--- src/design/efr_pkg.sv ---
// Shared types, widths and codes of the edge-function rasterizer with depth test.
package efr_pkg;

	localparam int MAX_WIDTH_DEF  = 256;
	localparam int MAX_HEIGHT_DEF = 256;
	localparam int DEPTH_BITS_DEF = 24;

	localparam int CW  = 16;      // pixel-space vertex coordinate, 4 fraction bits
	localparam int DW  = 17;      // coordinate difference
	localparam int EW  = 36;      // edge value / total area, signed
	localparam int MW  = 35;      // edge / area magnitude
	localparam int MA  = 26;      // multiplier operand a
	localparam int MB  = 19;      // multiplier operand b
	localparam int PW  = MA + MB; // product
	localparam int ACW = PW + 2;  // accumulator
	localparam int MANT_W = 25;
	localparam int EXP_W  = 6;
	localparam int QBITS  = 24;   // reciprocal quotient bits

	localparam logic [23:0] Z_TOP   = 24'hFFFFFE;
	localparam logic [23:0] Z_FAR24 = 24'hFFFFFF;
	localparam logic [16:0] W_ONE   = 17'd65536;

	typedef enum logic [1:0] {
		FUNC_LOAD  = 2'd0,
		FUNC_STEP  = 2'd1,
		FUNC_CLEAR = 2'd2,
		FUNC_NOP   = 2'd3
	} func_t;

	localparam logic [1:0] CFG_DEPTH_MODE = 2'd0;
	localparam logic [1:0] CFG_WINDING    = 2'd1;
	localparam logic [1:0] CFG_SCREEN_W   = 2'd2;
	localparam logic [1:0] CFG_SCREEN_H   = 2'd3;

	localparam logic [2:0] ZCMP_NEVER  = 3'd0;
	localparam logic [2:0] ZCMP_LESS   = 3'd1;
	localparam logic [2:0] ZCMP_EQUAL  = 3'd2;
	localparam logic [2:0] ZCMP_LEQUAL = 3'd3;
	localparam logic [2:0] ZCMP_ALWAYS = 3'd4;

	typedef struct packed {
		logic [1:0]         func;
		logic signed [15:0] ax;
		logic signed [15:0] ay;
		logic [23:0]        az;
		logic signed [15:0] bx;
		logic signed [15:0] by_coord;
		logic [23:0]        bz;
		logic signed [15:0] cx;
		logic signed [15:0] cy;
		logic [23:0]        cz;
	} req_t;

	typedef struct packed {
		logic [7:0]  pix_x;
		logic [7:0]  pix_y;
		logic [23:0] depth;
		logic [16:0] weight_a;
		logic [16:0] weight_b;
		logic [16:0] weight_c;
		logic        covered;
		logic        done_res;
	} rsp_t;

	typedef struct packed {
		logic          start;
		logic [MW-1:0] mag;
	} recip_cmd_t;

	typedef struct packed {
		logic              done;
		logic [MANT_W-1:0] mant;
		logic [EXP_W-1:0]  expo;
	} recip_res_t;

endpackage

--- src/design/efr_mul.sv ---
// Shared signed multiplier with registered product.
module efr_mul import efr_pkg::*; (
	input  logic                 clk,
	input  logic signed [MA-1:0] a,
	input  logic signed [MB-1:0] b,
	output logic signed [PW-1:0] p
);

	always_ff @(posedge clk) begin
		p <= a * b;
	end

endmodule

--- config.mk ---
export PLATFORM = sky130hd
export DESIGN_NAME = efr_mul
export DESIGN_NICKNAME = d
export VERILOG_FILES = /design/src/design/efr_pkg.sv /design/src/design/efr_mul.sv
export SDC_FILE = /design/constraint.sdc
export NUM_CORES = 1
export LEC_CHECK = 0
export ABC_AREA = 1
export BUFFER_PORTS_ARGS = -buffer_cell sky130_fd_sc_hd__buf_2
export CELL_PAD_IN_SITES_DETAIL_PLACEMENT = 0
export CELL_PAD_IN_SITES_GLOBAL_PLACEMENT = 2
export CORE_ASPECT_RATIO = 0.9
export CORE_MARGIN = 4
export CORE_UTILIZATION = 42
export DETAILED_ROUTE_END_ITERATION = 10
export GPL_TIMING_DRIVEN = 0
export HOLD_SLACK_MARGIN = 0.03
export PLACE_DENSITY_LB_ADDON = 0.1
export SYNTH_ARGS = -nofsm -noshare
export SYNTH_HDL_FRONTEND = slang
export SYNTH_SLANG_ARGS = --single-unit
--- constraint.sdc ---
create_clock -name clk -period 9.9 [get_ports clk]
set_input_delay 0.99 -clock clk [delete_from_list [all_inputs] [get_ports clk]]
set_output_delay 0.99 -clock clk [all_outputs]
set_load 0.005 [all_outputs]
---- Yosys cells after proc, flatten, opt, wreduce, memory -nomap -nowiden ----
Index checks and enable logic that the tools add are counted.
word-level totals
  register bits after elaboration ......... 45
  logic and storage cells ................. 2
operators by class
  multiply operators ...................... 1
operators by type and width
  operator                                        number
  26-bit by 19-bit multiplier with 45-bit output  1

---- Longest topological paths before layout ----
  depth after elaboration ................. 1
  depth in mapped cells ................... 29
  depth with buffers taken out ............ 28

---- Worst setup path before layout ----
OpenSTA, ideal clock, no wires.
  path kind ............................... input-to-reg
  from .................................... input port a[25]
  to ...................................... register p[43]
  setup time .............................. 0.113 ns
  arrival ................................. 6.621 ns
  data required time ...................... 9.787 ns
  path slack .............................. 3.166 ns
  stages on the path ...................... 24
  buffers on the path ..................... 2
  cells stage by stage .................... clkbuf_1 clkbuf_1 nand2_1 fa_1 inv_1 fa_1 inv_1 fa_1 fa_1 inv_1 fa_1 inv_1 fa_1 inv_1 ha_1 ha_1 inv_1 o21ai_0 o21ai_0 nand2_1 a21oi_1 nand3_1 nand2_1 nand2_1
between the ends
  word-level cells in the longest chain between the ends .. 1
ends and longest elaborated chain
  element                                         line           source
  start: declaration                              efr_mul.sv:4   input logic signed [MA-1:0] a,
  26-bit by 19-bit multiplier with 45-bit output  efr_mul.sv:10  p <= a * b;
  end signal: assignment                          efr_mul.sv:10
  end: declaration                                efr_mul.sv:6   output logic signed [PW-1:0] p
No other way between the ends.

---- Final worst setup path ----
  from .................................... input port a[25]
  to ...................................... register p[40]
Same word-level chain as after synthesis.

==> run_results.csv <==
group,metric,value,unit
clock_network,clk_pin_slew,0.06,ns
sta,fin_crit_sh,81.65,%
worst_hold_path,hp-class,"in -> reg",
finish,largest_register,"p",
outcome,status,"finished, final reports clean",
detailed_routing,vias,15810,
floorplan,start_util,42.63,%
clock_network,cts-root-buf,"clkbuf_16",
sta,fmax,123.7,MHz
synth,syn-num-nets,3248,
clock_network,cts_sinks,45,
synth,synth_warnings,0,
worst_setup_path,path_class,"in -> reg",
detailed_routing,drt_wl_total,66480,um
synth,synth_area_leaders,"fa_1 (49%), inv_1 (15%), nand2_1 (14%), ha_1 (8.0%), dfxtp_1 (4.5%)",
floorplan,pin_count,91,
synth,synth_top_area_cell,"fa_1",
clock_network,clk_path_buf_depth,2,
clock_network,cts_max_level,2,
sta,rsz0062_at_grt,"false",
sta,tightest_slew,1.142,ns
sta,min_period,8.084,ns
sta,setup_viol,0,
sta,hold_violations,0,
detailed_routing,drt_iter0_markers,1162,
job,max-cap-violations,0,
worst_setup_path,required,10.09,ns
placement,dpl.hpwl,56880,um
clock_network,cts_resized,0,
global_routing,grt_max_degree,15,
placement,dp_cells,3249,
floorplan,die-width,237.8,um
floorplan,die_y,214.8,um
worst_setup_path,crit_path_end_kind,"flop",
finish,drive_above_1_share,3.976,%
worst_setup_path,cp_max_fo,10,
floorplan,die_area,51080,sq um
clock_network,hold_buffers,0,
floorplan,rows,75,
detailed_routing,wl_per_cell,20.41,um
worst_setup_path,startpoint_type,"primary input",
finish,largest_reg_flops,45,
sta,tns,0,ns
global_routing,grt_pass1_vias,16660,
placement,place_congestion,0.9334,
synth,ys_types,30,
synth,ys_ff_latch,45,
synth,avgSynthCellArea,7.716,sq um
detailed_routing,firstDrtPassIters,5,
finish,antenna_cells,0,
detailed_routing,ant_nets,0,
worst_setup_path,worst_ep_arrival_time,8.28,ns
clock_network,postCtsSetupBuffers,0,
global_routing,overflow,0,
finish,layout.nets,3301,
global_routing,globalRouteTotalUtil,26.55,%
global_routing,grt_first_pass_wirelength,101200,um
synth,syn-cell-area,19960,sq um
clock_network,cts_tree,"done",
synth,synthCells,2587,
clock_network,cts_buffers,5,
sta,drv_slew,0,
detailed_routing,drc,0,
finish,top_regs,"p: 45 flops",
global_routing,antenna_found_initial,0,
finish,layoutNonFillerInstCount,3257,
floorplan,core-area,46830,sq um
detailed_routing,vias_per_cell,4.855,
synth,seq_area_frac_synth,4.513,%
synth,netlist.area_leader.share,48.94,%
finish,areaGrowthSynthToFinish,5.729,%
sta,slew_headroom,23.86,%
placement,port_buffers,46,
## synthesized netlist by cell type
cell	instances
inv_1	819
fa_1	488
o21ai_1	1
nand4_1	8
o21ai_0	14
a21oi_2	5
nor2_2	12
o21bai_2	1
nand3b_1	1
dfxtp_1	45
a21oi_1	31
nand2_2	14
ha_1	127
buf_1	17
o21bai_1	4
or2_2	6
nor2_4	2
and2_1	1
clkbuf_1	91
nor3_2	1
nor3b_2	1
nand3_1	39
nor2_1	78
nand2_1	748
xnor2_1	4
nor3_1	2
nand4_2	1
xor2_1	18
nand3_4	1
nand3_2	7
## kinds of logic after synthesis
family | count (synthesis) | synth area share, %
AO/OA/AOI/OAI | 56 | 1.580
XOR/XNOR | 22 | 0.9653
flip-flops | 45 | 4.513
AND/OR/NAND/NOR | 922 | 18.61
adder cells (fa/ha/maj) | 615 | 56.90
buffers and inverters | 927 | 17.43
## critical path, cell delays in order
cell and delay (ns):
clkbuf_1 0.69, clkbuf_1 0.51, nand2_1 0.24, fa_1 0.82, inv_1 0.09, fa_1 0.78, inv_1 0.12, fa_1 0.46
fa_1 0.55, inv_1 0.05, fa_1 0.52, inv_1 0.05, fa_1 0.47, inv_1 0.04, ha_1 0.27, ha_1 0.40
nand2_1 0.12, nor2_1 0.21, nand2_1 0.13, nor2_1 0.25, nand3_1 0.27, nand4_1 0.16, nand2_1 0.06
## cell usage in the layout (no fill, tap or decap), types with 2 or more instances in the layout
master,count
nand4_1,8
dfxtp_1,45
o21bai_1,4
nor2_4,2
nand2_1,748
ha_1,127
clkinv_2,2
nand2_2,14
nor2_2,12
o21ai_0,14
xnor2_1,4
clkbuf_16,5
a21oi_1,31
clkbuf_1,91
inv_1,819
fa_1,488
a21oi_2,5
nand3_2,7
or2_2,6
nor3_1,2
buf_1,17
buf_2,46
nand3_1,39
nor2_1,78
xor2_1,18
## cell type report
class                   instances  area, sq um
clock buffers                   5        125.1
plain buffers                 108        405.4
multi-input cells            1615        15580
flip-flops and latches         45        900.9
repair buffers                 46        230.2
well taps                     616        770.7
fillers                      4890        25720
inverters                     819         3074
clock inverters                 3        17.52
## final timing paths
check,start,end,slack [ns],depth (start not counted)
setup / recovery,a[25],p[40]$_DFF_P_,1.82,23
hold / removal,b[0],p[0]$_DFF_P_,1.24,3
## per-layer routing
metal / global-route usage, % / vias to the layer above / share of wire, %
met5: 0 / - / 0
met4: 7.647 / 0 / 3.8
met3: 5.179 / 111 / 7.6
met2: 43.10 / 518 / 47
met1: 36.42 / 7960 / 42
li1: - / 7224 / -
## through the flow
step / hold WS, ns / instance area, sq um / util (%) / worst slack (ns)
after global routing: 1.279 / 21110 / 45.07 / 1.461
after CTS: 1.247 / 21110 / 45.07 / 1.892
after global placement: 1.368 / 20960 / 44.77 / 1.598
after floorplan: 1.274 / 19960 / - / 3.166
after detailed placement: 1.366 / 20960 / 44.77 / 1.599
final: 1.237 / 21110 / 45.07 / 1.816
Power is not shown: default switching activity piles up to over one toggle a cycle in this logic, so the estimate is an artifact.
