<file path="config.mk">
export PLATFORM = sky130hd
export DESIGN_NAME = efr_recip
export DESIGN_NICKNAME = d
export VERILOG_FILES = /design/src/design/efr_pkg.sv /design/src/design/efr_recip.sv
export SDC_FILE = /design/constraint.sdc
export NUM_CORES = 1
export LEC_CHECK = 0
export ABC_AREA = 1
export ABC_CLOCK_PERIOD_IN_PS = 4200
export BUFFER_PORTS_ARGS = -buffer_cell sky130_fd_sc_hd__buf_2
export CAP_MARGIN = 20
export CORE_ASPECT_RATIO = 0.7
export CORE_MARGIN = 4
export CORE_UTILIZATION = 60
export CTS_CLUSTER_DIAMETER = 200
export DETAILED_ROUTE_END_ITERATION = 12
export HOLD_SLACK_MARGIN = 0.06
export PLACE_DENSITY_LB_ADDON = 0.05
export SLEW_MARGIN = 20
export SYNTH_ARGS = -nofsm -noshare
export SYNTH_HDL_FRONTEND = slang
export SYNTH_SLANG_ARGS = --single-unit
export TNS_END_PERCENT = 50
</file>
<file path="constraint.sdc">
create_clock -name clk -period 4.2 [get_ports clk]
set_clock_uncertainty 0.05 [all_clocks]
set_input_delay 0.42 -clock clk [delete_from_list [all_inputs] [get_ports clk]]
set_output_delay 0.42 -clock clk [all_outputs]
set_load 0.01 [all_outputs]
</file>
<file path="src/design/efr_pkg.sv">
// Shared types, widths and codes of the edge-function rasterizer with depth test.
package efr_pkg;

	localparam int MAX_WIDTH_DEF  = 256;
	localparam int MAX_HEIGHT_DEF = 256;
	localparam int DEPTH_BITS_DEF = 24;

	localparam int CW  = 16;      // pixel-space vertex coordinate, 4 fraction bits
	localparam int DW  = 17;      // coordinate difference
	localparam int EW  = 36;      // edge value / total area, signed
	localparam int MW  = 35;      // edge / area magnitude
	localparam int MA  = 26;      // multiplier operand a
	localparam int MB  = 19;      // multiplier operand b
	localparam int PW  = MA + MB; // product
	localparam int ACW = PW + 2;  // accumulator
	localparam int MANT_W = 25;
	localparam int EXP_W  = 6;
	localparam int QBITS  = 24;   // reciprocal quotient bits

	localparam logic [23:0] Z_TOP   = 24'hFFFFFE;
	localparam logic [23:0] Z_FAR24 = 24'hFFFFFF;
	localparam logic [16:0] W_ONE   = 17'd65536;

	typedef enum logic [1:0] {
		FUNC_LOAD  = 2'd0,
		FUNC_STEP  = 2'd1,
		FUNC_CLEAR = 2'd2,
		FUNC_NOP   = 2'd3
	} func_t;

	localparam logic [1:0] CFG_DEPTH_MODE = 2'd0;
	localparam logic [1:0] CFG_WINDING    = 2'd1;
	localparam logic [1:0] CFG_SCREEN_W   = 2'd2;
	localparam logic [1:0] CFG_SCREEN_H   = 2'd3;

	localparam logic [2:0] ZCMP_NEVER  = 3'd0;
	localparam logic [2:0] ZCMP_LESS   = 3'd1;
	localparam logic [2:0] ZCMP_EQUAL  = 3'd2;
	localparam logic [2:0] ZCMP_LEQUAL = 3'd3;
	localparam logic [2:0] ZCMP_ALWAYS = 3'd4;

	typedef struct packed {
		logic [1:0]         func;
		logic signed [15:0] ax;
		logic signed [15:0] ay;
		logic [23:0]        az;
		logic signed [15:0] bx;
		logic signed [15:0] by_coord;
		logic [23:0]        bz;
		logic signed [15:0] cx;
		logic signed [15:0] cy;
		logic [23:0]        cz;
	} req_t;

	typedef struct packed {
		logic [7:0]  pix_x;
		logic [7:0]  pix_y;
		logic [23:0] depth;
		logic [16:0] weight_a;
		logic [16:0] weight_b;
		logic [16:0] weight_c;
		logic        covered;
		logic        done_res;
	} rsp_t;

	typedef struct packed {
		logic          start;
		logic [MW-1:0] mag;
	} recip_cmd_t;

	typedef struct packed {
		logic              done;
		logic [MANT_W-1:0] mant;
		logic [EXP_W-1:0]  expo;
	} recip_res_t;

endpackage

</file>
<file path="src/design/efr_recip.sv">
// Iterative reciprocal of the triangle area: leading-one search, then restoring division.
module efr_recip import efr_pkg::*; (
	input  logic       clk,
	input  logic       arst_n,
	input  recip_cmd_t cmd,
	output recip_res_t res
);

	typedef enum logic [1:0] {R_IDLE, R_SEARCH, R_DIV} rstate_t;

	rstate_t          state_q;
	logic [MW-1:0]    a_q;
	logic [MW-1:0]    t_q;
	logic [MW:0]      rem_q;
	logic [QBITS-1:0] q_q;
	logic [EXP_W-1:0] e_q;
	logic [4:0]       bit_q;
	logic             done_q;

	logic          ge;
	logic [MW:0]   rem_n;

	always_comb begin
		ge    = rem_q >= {1'b0, a_q};
		rem_n = ge ? rem_q - {1'b0, a_q} : rem_q;
	end

	always_ff @(posedge clk or negedge arst_n) begin
		if (!arst_n) begin
			state_q <= R_IDLE;
			done_q  <= 1'b0;
		end else begin
			done_q <= 1'b0;
			unique case (state_q)
				R_IDLE: begin
					if (cmd.start) begin
						a_q     <= cmd.mag;
						t_q     <= cmd.mag;
						rem_q   <= (MW+1)'(1);
						e_q     <= '0;
						state_q <= R_SEARCH;
					end
				end
				R_SEARCH: begin
					// rem tracks 2^e while the magnitude is shifted down to one
					if (t_q[MW-1:1] != '0) begin
						t_q   <= t_q >> 1;
						rem_q <= rem_q << 1;
						e_q   <= e_q + EXP_W'(1);
					end else begin
						q_q     <= '0;
						bit_q   <= 5'(QBITS - 1);
						state_q <= R_DIV;
					end
				end
				R_DIV: begin
					q_q   <= {q_q[QBITS-2:0], ge};
					rem_q <= {rem_n[MW-1:0], 1'b0};
					if (bit_q == '0) begin
						done_q  <= 1'b1;
						state_q <= R_IDLE;
					end else begin
						bit_q <= bit_q - 5'd1;
					end
				end
				default: state_q <= R_IDLE;
			endcase
		end
	end

	assign res.done = done_q;
	assign res.mant = MANT_W'(q_q);
	assign res.expo = e_q;

endmodule

</file>
=== Word-level counts from Yosys, hierarchy flattened ===
Index checks and enable logic that the tools add are counted.

* Register bits after elaboration: 144
* Output and inout port bits: 32
* Logic and storage cells: 52

* Add/subtract/negate cells: 3
* Order comparisons: 1
* Equal/unequal tests: 7
* Mux-type cells: 21
* Reduce and logical (&&, ||, !) cells: 12

{| class="wikitable"
|+ Operators by type and width
! operator !! count
|-
| $pmux 36 s3 || 1
|-
| $mux 35 || 3
|-
| $mux 36 || 2
|-
| $pmux 35 s2 || 1
|-
| $pmux 24 s2 || 1
|-
| $ge 36x35->1 || 1
|-
| $sub 35x35->35 || 1
|-
| $reduce_bool 34->1 || 1
|-
| $mux 24 || 1
|-
| $mux 6 || 2
|-
| $pmux 6 s2 || 1
|-
| $reduce_and 4->1 || 3
|-
| $mux 5 || 2
|-
| $ne 2x2->1 const B || 5
|-
| $pmux 5 s2 || 1
|-
| $reduce_and 3->1 || 3
|-
| $add 6x1->6 const B || 1
|-
| $mux 2 || 3
|-
| $pmux 2 s3 || 1
|-
| $logic_not 5->1 || 1
|-
| $sub 5x1->5 const B || 1
|-
| $reduce_bool 2->1 || 2
|-
| $reduce_bool 3->1 || 1
|-
| $eq 2x1->1 const B || 1
|-
| other kinds (3) || 4
|}

=== Longest topological paths before layout ===
Gate-level depths: netlist of the first run.

* Depth after elaboration: 3
* Gate-level depth with buffers: 17

=== Least setup slack after synthesis of the first run ===
Ideal clock, no wire load.

* Kind: register -> register
* Start: register state_q[0]
* End: register rem_q[0], enable pin
* Library setup time: 0.441 ns
* Arrival time: 3.020 ns
* Data required time: 3.709 ns
* Setup slack: 0.689 ns
* Stages on the path, launching flop included: 7
* Path buffers: 2
* Clock period less this slack: 3.511 ns
* Cell sequence: dfrtp_1 -> inv_1 -> ha_1 -> clkbuf_1 -> clkbuf_1 -> inv_1 -> a21oi_1

* Cells in the longest elaborated chain, start to end: 3
* Elaborated cells between the ends (all ways): 7
* Those cells by class: eq/ne: 4; reduce/logical: 3

{| class="wikitable"
|+ RTL lines
! what !! line !! text
|-
| start: declaration || efr_recip.sv:11 || <nowiki>rstate_t state_q;</nowiki>
|-
| start signal: assignment || efr_recip.sv:30 || <nowiki>state_q <= R_IDLE;</nowiki>
|-
| start signal: assignment || efr_recip.sv:41 || <nowiki>state_q <= R_SEARCH;</nowiki>
|-
| start signal: assignment || efr_recip.sv:53 || <nowiki>state_q <= R_DIV;</nowiki>
|-
| $eq 2x1->1 (tied with other cells) || efr_recip.sv:34 || <nowiki>unique case (state_q)</nowiki>
|-
| $ne 2x2->1 (no line) or $reduce_bool 3->1 (tied branches) || n/a ||
|-
| $reduce_and 4->1 (no line) * || n/a ||
|-
| end signal: assignment || efr_recip.sv:39 || <nowiki>rem_q <= (MW+1)'(1);</nowiki>
|-
| end signal: assignment || efr_recip.sv:48 || <nowiki>rem_q <= rem_q << 1;</nowiki>
|-
| end signal: assignment || efr_recip.sv:58 || <nowiki>rem_q <= {rem_n[MW-1:0], 1'b0};</nowiki>
|-
| end: declaration || efr_recip.sv:14 || <nowiki>logic [MW:0] rem_q;</nowiki>
|}

Mark *: on every way between the ends. The rest lies on a longest branch, timed or not.
A chain may end at the register's enable or synchronous reset.

=== Worst setup path after layout of the first run ===
* Start: register rem_q[0]
* End: register rem_q[35] (data pin)

* Cells in the longest elaborated chain, start to end: 3
* Elaborated cells between the ends (all ways): 4
* Those cells by class: add/sub: 1; order compare: 1; mux: 2

{| class="wikitable"
|+ RTL lines
! what !! line !! text
|-
| $sub 35x35->35 or $ge 36x35->1 (tied branches) || efr_recip.sv:25, efr_recip.sv:24 ||
|-
| $mux 35 * || efr_recip.sv:25 || <nowiki>rem_n = ge ? rem_q - {1'b0, a_q} : rem_q;</nowiki>
|-
| $pmux 36 s3 * || efr_recip.sv:34 ||
|}

Marked as above.

==> flow_summary.ini, run 1 <==
[status]
status = finished, final reports clean

[sta]
drv_slew = 0
tns_ns = 0
layout_min_cycle_time_ns = 3.01
hold_viol_final = 0
tightest_slew_ns = 0.804
finalSetupViolCount = 0
period_share = 0.718
max_freq_mhz = 332
rsz0062_at_grt = false
slew_headroom = 0.462

[die]
die_h_um = 112
die_area_mm2 = 0.0175
die_x_um = 156
ios = 70
start_util = 0.621
core_mm2 = 0.0149
row_count = 37

[setup_path]
worst-path-max-fanout = 36
cp-start-kind = flop
cp-end-kind = flop
crit_required_ns = 4.29
path_class = flop to flop
worstPathArrival_ns = 3.10

[logic_synthesis]
seq_area_frac_synth = 0.462
synth-simple-area-share = 0.317
syn_area_per_cell_um2 = 7.77
synth_top_family_by_area = simple AND/OR/NAND/NOR gates
ys_seq_elements = 143
netlist_area_mm2 = 0.00926
yosysWarningCount = 0
synth_fa_ha_area_frac = 0.0562
synth_xor_area_frac = 0.0170
synth_compound_gate_area_share = 0.0453
synthMuxAreaShare = 0
synth.largest_area_cell = edfxtp_1
syn_nets = 1271
ys_types = 38
synth.area.top_cells = edfxtp_1 (45%), nand2_1 (20%), inv_1 (8.1%), ha_1 (5.4%), a21oi_1 (3.3%)
synthCells = 1192
synth_top_area_share = 0.454

[cts]
cts_max_level = 4
clockBufferDepth = 2
cts.sinks = 143
clk_pin_slew_worst_paths_ns = 0.07
cts-buffers-inserted = 17
cts_tree = built
cts_root_buf = clkbuf_16
cts_resized = 0
clk_latency_ns = 0.42

[place]
port_buffers = 68
post-dp-hpwl_mm = 18.2
gp_congestion = 1.03
placed_area_mm2 = 0.00977

[detailed_routing]
vias_per_cell = 5.46
via_count = 8003
dr.pass1.iters = 8
wirelength_mm = 24.2
ant_nets = 0
drc_errors = 0
wl_per_cell_um = 16.5
drt_iter0_drc = 1168

[global_routing]
gr-usage-all-layers = 0.281
grt_pass1_vias = 7175
grt_pass1_wl_mm = 38.3
grt_max_degree = 73
antenna_found_initial = 0
grt_overflow = 0

[layout]
design_area_mm2 = 0.0103
drive_gt1_frac = 0.124
antenna_cells = 0
num-nets-final = 1336
syn_to_final_growth_pct = 11.7

[worst_hold_path]
hold_class = primary input to flop

[power_and_ir_drop]
p_leak_nw = 5.10
ir_worst_vdd_mv = 0.351
power.total_mw = 7.47
pwr_density_cell_mw_per_mm2 = 722

[job]
maxCapViolations = 0
==> flip-flops by register name, summed over array words and instances, names as in the netlist <==
register and count:
e_q 6, bit_q 5, done_q 1, q_q 24, state_q 2, rem_q 36
a_q 35, t_q 34
==> critical path, cell delays in order (launching register included) <==
cell and delay, ns:
edfxtp_1 0.39, inv_1 0.10, ha_1 0.16, inv_1 0.08
fa_1 0.48, nand3_2 0.12, nand3_2 0.12, nand3_2 0.09
nand3b_2 0.10, nand2_1 0.11, nand2_2 0.08, nand2_4 0.08
nand2_4 0.22, nand2_1 0.31, nand2_1 0.08, nand2_1 0.07
a21oi_1 0.06
==> layout by cell type, fill, tap and decap left out, types with 10 or more instances in the layout <==
master,synthesis,final
nor2_1,53,50
xnor2_1,18,18
a21oi_1,61,60
buf_2,6,68
nand3_1,51,51
ha_1,40,38
edfxtp_1,140,140
nand2_1,484,484
o21ai_0,13,13
nand3b_1,29,29
nand3b_2,10,10
buf_4,2,10
inv_1,199,199
clkbuf_16,0,17
==> routing by layer <==
| metal | GRT usage | vias up | share of wire |
|---|---|---|---|
| li1 | - | 3885 | - |
| met1 | 0.462 | 3646 | 0.47 |
| met2 | 0.352 | 445 | 0.38 |
| met3 | 0.0979 | 27 | 0.14 |
| met4 | 0.0549 | 0 | 0.011 |
| met5 | 0 | - | 0 |
==> area by class of cell <==
class / count / area (um2)
clock buffers: 17 / 425
well taps: 195 / 244
fillers: 1251 / 4560
inverters: 205 / 769
multi-input cells: 811 / 4060
repair buffers: 79 / 425
clock inverters: 15 / 140
flip-flops and latches: 143 / 4280
==> final timing paths <==
kind	start	slack, ns	cells past startpoint	end
max reg2reg	rem_q[0]	1.19	16	rem_q[35]
min	cmd[4]	0.14	1	a_q[4]
max	rem_q[0]	1.19	16	rem_q[35]
max in group asynchronous	arst_n	3.65	2	state_q[0]
min in group asynchronous	arst_n	0.31	2	done_q
min reg2reg	q_q[21]	0.48	2	q_q[22]
==> per-stage QoR <==
stage	cells	hold WS (ns)	util	worst slack, ns
after floorplan	1192	0.0744	-	0.689
after global placement	1432	0.194	0.655	1.37
after detailed placement	1432	0.192	0.655	1.24
after CTS	1465	0.130	0.694	1.23
after global routing	1465	0.119	0.694	0.994
final	1465	0.141	0.694	1.19
==> Yosys cell counts, drive strengths merged <==
cell type and n:
nand2 495, a21o 1, nor2 60, nand3 55, o211ai 1, nand4 1, nor3 7, o21bai 1
xnor2 18, buf 16, nor4 10, a21oi 63, clkbuf 17, or3 1, dfrtp 3, conb 1
nand3b 39, and2 3, edfxtp 140, ha 40, inv 205, fa 1, o21ai 13, o221ai 1
==> where the power goes <==
| group | leakage [nW] | total, mW | internal [mW] | switching [mW] |
|---|---|---|---|---|
| Sequential | 1.35 | 2.42 | 2.17 | 0.247 |
| Combinational | 3.48 | 3.59 | 1.11 | 2.48 |
| Clock | 0.268 | 1.45 | 0.784 | 0.666 |
| Total | 5.10 | 7.47 | 4.07 | 3.39 |
==> what timing repair did <==
action / in CTS / in global routing
hold buffers: 1 / 0
setup buffers: 0 / 0
endpoints found under the hold margin: 3 / 0
==> cell families (layout without fill, tap and decap cells) <==
family | after synthesis | in the layout
flip-flops | 143 | 143
adder cells (fa/ha/maj) | 41 | 41
AND/OR/NAND/NOR | 671 | 671
other | 1 | 1
buffers and inverters | 238 | 316
XOR/XNOR | 18 | 18
AO/OA/AOI/OAI | 80 | 80
Note: power is estimated with default switching activity, not from simulation.
==> run 2, diff against run 1 <==
ABC_AREA = 0   (was 1)
ABC_CLOCK_PERIOD_IN_PS = 3120   (was 4200)
clock period = 3.12 ns   (was 4.2 ns; I/O delays follow)
==> run 2 against run 1 <==
Against the previous run: the run now ends with negative setup slack left; synthesized area decreased by 18%; critical path depth decreased by 3; largest power group unchanged; final area decreased by 6.3%; total power increased by 7.8%; critical path type unchanged; clock power increased by 53%; non-clock buffer count increased by 63; sequential power increased by 20%; cell count decreased by 38%.
==> flow_summary.ini, run 2 <==
[status]
status = finished, violations left
violations = negative setup slack

[setup_path]
path_class = flop to flop
cp-end-kind = flop
worstPathArrival_ns = 3.31
cp-start-kind = flop
regToRegSetupSlack_ns = -0.07
crit_required_ns = 3.24
worst-path-max-fanout = 4

[logic_synthesis]
syn_nets = 675
netlist_area_mm2 = 0.00761
seq_area_frac_synth = 0.562
ys_types = 65
ys_seq_elements = 143
syn_area_per_cell_um2 = 12.8
synth_top_area_share = 0.552
synth-edff-count = 140
yosysMostFrequentCell = edfxtp_1
synth_ff_type = edfxtp_1
async_reset_ff_frac = 0.0210
synth.largest_area_cell = edfxtp_1
synth.area.top_cells = edfxtp_1 (55%), ha_1 (6.6%), mux2_2 (4.9%), o2bb2ai_1 (3.7%), inv_1 (2.8%)
ys_top_cells_by_count = edfxtp_1 (140), inv_1 (56), ha_1 (40)
synthCells = 596
yosysWarningCount = 0

[layout]
layout_commonest_cell = edfxtp_1
design_area_mm2 = 0.00969
drive_gt1_frac = 0.283
num-fill-cells = 757
syn_to_final_growth_pct = 27.4
largest_registers = rem_q (36), a_q (35), t_q (34)
multiInputGateArea_mm2 = 0.00323
largest_register_ff_count = 36
antenna_cells = 0
regMostFlops = rem_q
num-nets-final = 818
final_cell_mix = edfxtp_1 (140), buf_2 (68), inv_1 (55)
layout.area.seq_mm2 = 0.00428

[detailed_routing]
wirelength_mm = 17.3
vias_per_cell = 5.88
via_count = 5376
dr.pass1.iters = 5
ant_nets = 0
drc_errors = 0
drt_iter0_drc = 349
wl_per_cell_um = 18.9

[die]
die_area_mm2 = 0.0146
die_h_um = 102
row_count = 34
ios = 70
core_mm2 = 0.0124
die_x_um = 143
start_util = 0.613

[cts]
cts_max_level = 4
cts-buffers-inserted = 17
cts.sinks = 143
cts_tree = built
clk_latency_ns = 0.42
clk_pin_slew_worst_paths_ns = 0.06
clockBufferDepth = 2
cts_root_buf = clkbuf_16

[place]
port_buffers = 68
gp_congestion = 0.944
placed_area_mm2 = 0.00834
post-dp-hpwl_mm = 11.3

[global_routing]
grt_overflow = 0
grt_max_degree = 37
gr-usage-all-layers = 0.239
grt_pass1_wl_mm = 27.0
antenna_found_initial = 0
grt_pass1_vias = 5302

[sta]
tightest_slew_ns = 0.578
hold_viol_final = 0
layout_setup_ws_ns = -0.0701
drv_slew = 0
layout_min_cycle_time_ns = 3.19
max_freq_mhz = 313
hold_ws_ns = 0.186
period_share = 1.02
finalSetupViolCount = 35
slew_headroom = 0.614
rsz0062_at_grt = true

[power_and_ir_drop]
comb_power_share = 0.363
ir_worst_vdd_mv = 0.528
pwr_density_cell_mw_per_mm2 = 830
p_clk_frac = 0.276
power_switching_mw = 2.61
p_int_mw = 5.44
swShare = 0.324
pwr-share-seq = 0.362
p_leak_nw = 3.85

[worst_hold_path]
hold_class = primary input to asynchronous set/reset pin

[job]
maxCapViolations = 0
## run 2: cell types whose count changed after synthesis, sizes merged, moves of 32 or more
| cell | before | now |
|---|---|---|
| nand2 | 495 | 20 |
| inv | 205 | 56 |
| nand3 | 55 | 12 |
| nor2 | 60 | 19 |
| nand3b | 39 | 1 |
| mux2 | 0 | 33 |
| o2bb2ai | 0 | 32 |
## run 2: per-layer routing
layer	GRT usage	part of all wire
met3	0.0538	0.064
met1	0.337	0.46
met4	0.0562	0.0090
met5	0	0
met2	0.384	0.47
## run 2: repair_timing
action,in CTS,in global routing
gates resized for setup,6,29
gates cloned,0,3
buffers inserted,2,8
pin swaps,6,11
hold buffers,36,0
endpoints found under the hold margin,38,0
setup endpoints to repair,35,40
## run 2: power groups by stage
stage          sequential [mW]  clock, mW  combinational, mW
3_5_place_dp              2.92          0               2.49
4_1_cts                   2.90       2.23               2.60
5_1_grt                   2.95       2.34               3.15
6_report                  2.91       2.22               2.92
3_3_place_gp              2.91          0               2.42
2_1_floorplan             2.89          0               1.77
## run 2: final timing paths
| kind | end | start | cells past startpoint |
|---|---|---|---|
| hold reg to reg | state_q[0] | state_q[0] | 2 |
| setup / recovery | rem_q[3] | rem_q[0] | 13 |
| min in group clk | state_q[1] | cmd[35] | 3 |
| hold / removal | done_q | arst_n | 2 |
| setup reg to reg | rem_q[3] | rem_q[0] | 13 |
| max in group asynchronous | state_q[1] | arst_n | 2 |
## run 2: worst max-delay path, stage by stage (launching register included)
cell	delay [ns]
edfxtp_1	0.39
inv_1	0.08
ha_2	0.19
inv_2	0.05
fa_2	0.35
a21o_1	0.21
a221oi_4	0.30
o221ai_2	0.18
nand2_2	0.13
a31oi_4	0.11
o21ai_4	0.18
a31oi_4	0.13
o2111a_1	0.27
a311o_1	0.32
## run 2: layout make-up
type | count | share of cell area
Sequential cell | 143 | 0.441
Multi-Input combinational cell | 379 | 0.334
Timing Repair Buffer | 142 | 0.116
Clock buffer | 21 | 0.0465
Inverter | 56 | 0.0217
Tap cell | 162 | 0.0209
Clock inverter | 11 | 0.0195
## run 2: logic make-up (layout without fill, tap and decap cells)
group | Yosys count | in the layout | synth area share
buf+inv | 74 | 230 | 0.0399
compound gates | 141 | 141 | 0.148
fa+ha+maj | 41 | 41 | 0.0684
simple gates | 125 | 125 | 0.0884
other cells | 1 | 1 | 0.000493
xor+xnor | 38 | 38 | 0.0437
mux | 33 | 33 | 0.0488
flops | 143 | 143 | 0.562
## run 2: per-stage QoR
step	TNS, ns	setup slack, ns	utilization	power [mW]	cells
floorplan	0	0.0987	-	4.67	596
global placement	0	0.0206	0.671	5.34	833
detailed placement	-0.614	-0.0615	0.671	5.41	833
CTS	-0.00864	-0.00864	0.756	7.73	903
global route	-5.46	-0.191	0.780	8.44	914
finish	-1.08	-0.0701	0.780	8.05	914
==> run 3, diff against run 2 <==
CTS_CLUSTER_DIAMETER = not set   (was 200)
PLACE_DENSITY = 0.88   (was not set)
PLACE_DENSITY_LB_ADDON = not set   (was 0.05)
==> run 3 against run 2 <==
Against the previous run: maximum frequency is 4.3% higher; register-to-register slack gained 0.13 ns; final area decreased by 2.1%; sequential share of layout area is 0.94 points higher; global-route usage rose by 1.1 points; wire length rose by 1.9%; total power shrank 4.0%; first-iteration DRC count up 35%; non-clock buffer count decreased by 4; via count up 0.61%; sequential power hardly changed; critical endpoint is now rem_q[34]; hold slack gained 0.0017 ns; the run now ends clean.
==> flow_summary.ini, run 3 (synthesized netlist as in run 2, its figures left out) <==
[setup_path]
r2r_end = rem_q[34]
cp-start-kind = flop
regToRegSetupSlack_ns = 0.06
crit_required_ns = 3.25
r2r_cells = 10
r2r_start = rem_q[16]
crit_end = rem_q[34]
worstPathArrival_ns = 3.18
path_class = flop to flop
cp-end-kind = flop
crit_start = rem_q[16]
worst-path-max-fanout = 5

[die]
ios = 70
die_h_um = 102
row_count = 34
die_area_mm2 = 0.0146
die_x_um = 143
start_util = 0.613
core_mm2 = 0.0124

[global_routing]
grt_overflow = 0
antenna_found_initial = 0
gr-usage-all-layers = 0.250
grt_pass1_wl_mm = 28.1
grt_max_degree = 37
grt_pass1_vias = 5378

[cts]
cts_tree = built
cts_root_buf = clkbuf_16
clk_latency_ns = 0.42
cts-buffers-inserted = 17
cts.sinks = 143
cts_max_level = 4
clk_pin_slew_worst_paths_ns = 0.06
clockBufferDepth = 2

[place]
port_buffers = 68
dp.cells = 836
gp_congestion = 0.885
post-dp-hpwl_mm = 11.9

[status]
status = finished, final reports clean

[worst_hold_path]
hold_class = primary input to asynchronous set/reset pin

[power_and_ir_drop]
ir_worst_vdd_mv = 0.602
power.total_mw = 7.73
pwr_density_cell_mw_per_mm2 = 815
p_leak_nw = 3.75

[job]
maxCapViolations = 0

[sta]
layout_min_cycle_time_ns = 3.06
period_share = 0.980
hold_ws_ns = 0.187
hold_viol_final = 0
finalSetupViolCount = 0
rsz0062_at_grt = true
max_freq_mhz = 327
slew_headroom = 0.623
tightest_slew_ns = 0.565
drv_slew = 0

[layout]
stdcell_count = 909
final_cell_mix = edfxtp_1 (140), buf_2 (68), inv_1 (54)
drive_gt1_frac = 0.273
syn_to_final_growth_pct = 24.7
layout_commonest_cell = edfxtp_1
num-nets-final = 814
largest_register_ff_count = 36
regMostFlops = rem_q
largest_registers = rem_q (36), a_q (35), t_q (34)
antenna_cells = 0

[detailed_routing]
drc_errors = 0
drt_iter0_drc = 472
wl_per_cell_um = 19.4
wirelength_mm = 17.6
via_count = 5409
ant_nets = 0
vias_per_cell = 5.95
dr.pass1.iters = 5
-- run 3: routing by layer --
layer | vias to the layer above | track usage | wire, um
met3 | 25 | 0.0622 | 1180
met4 | 0 | 0.0716 | 257
met5 | - | 0 | 0
met2 | 212 | 0.401 | 8360
li1 | 2544 | - | -
met1 | 2628 | 0.345 | 7820
-- run 3: critical path: stages (launching register included) --
cell       delay, ns
edfxtp_1        0.42
ha_2            0.33
a2111oi_2       0.39
o21ai_1         0.20
a311oi_2        0.32
o41ai_4         0.18
a211oi_2        0.35
o31ai_1         0.13
a21oi_1         0.19
xor2_1          0.16
o2bb2ai_1       0.09
-- run 3: layout make-up --
cell class                 count  area (um2)
sequential                   143        4280
multi-input combinational    379        3180
fill                         756        2930
timing repair buffer         138        1030
clock buffer                  18         429
inverter                      56         210
tap                          162         203
clock inverter                13         165
-- run 3: worst min-delay path by stage --
stage,startpoint,to,slack (ns),cells past startpoint
floorplan,arst_n,done_q,-0.03,0
global placement,arst_n,done_q,0.08,1
detailed placement,arst_n,done_q,0.08,1
CTS,arst_n,done_q,0.17,2
global route,arst_n,done_q,0.18,2
finish,arst_n,done_q,0.19,2
-- run 3: stage by stage --
stage,TNS [ns],setup slack (ns),area (um2),util
global placement,0,0.0242,8350,0.672
global route,-1.19,-0.0961,9490,0.764
finish,0,0.0619,9490,0.764
floorplan,0,0.0987,7620,-
CTS,-0.0998,-0.0265,9380,0.755
detailed placement,-0.680,-0.0715,8350,0.672
-- run 3: power breakdown --
part | total, mW | switching (mW) | internal (mW) | leakage (nW)
logic | 2.76 | 1.55 | 1.22 | 2.12
clock network | 2.07 | 0.810 | 1.26 | 0.279
registers | 2.90 | 0.225 | 2.68 | 1.35
-- run 3: repair_timing --
item                       4_1_cts  5_1_grt
hold buffers                    36        0
setup endpoints to repair       35       35
gates cloned                     0        0
resized for setup               13       15
hold endpoints to repair        38        0
setup buffers                    2        4
pin swaps                        7       14
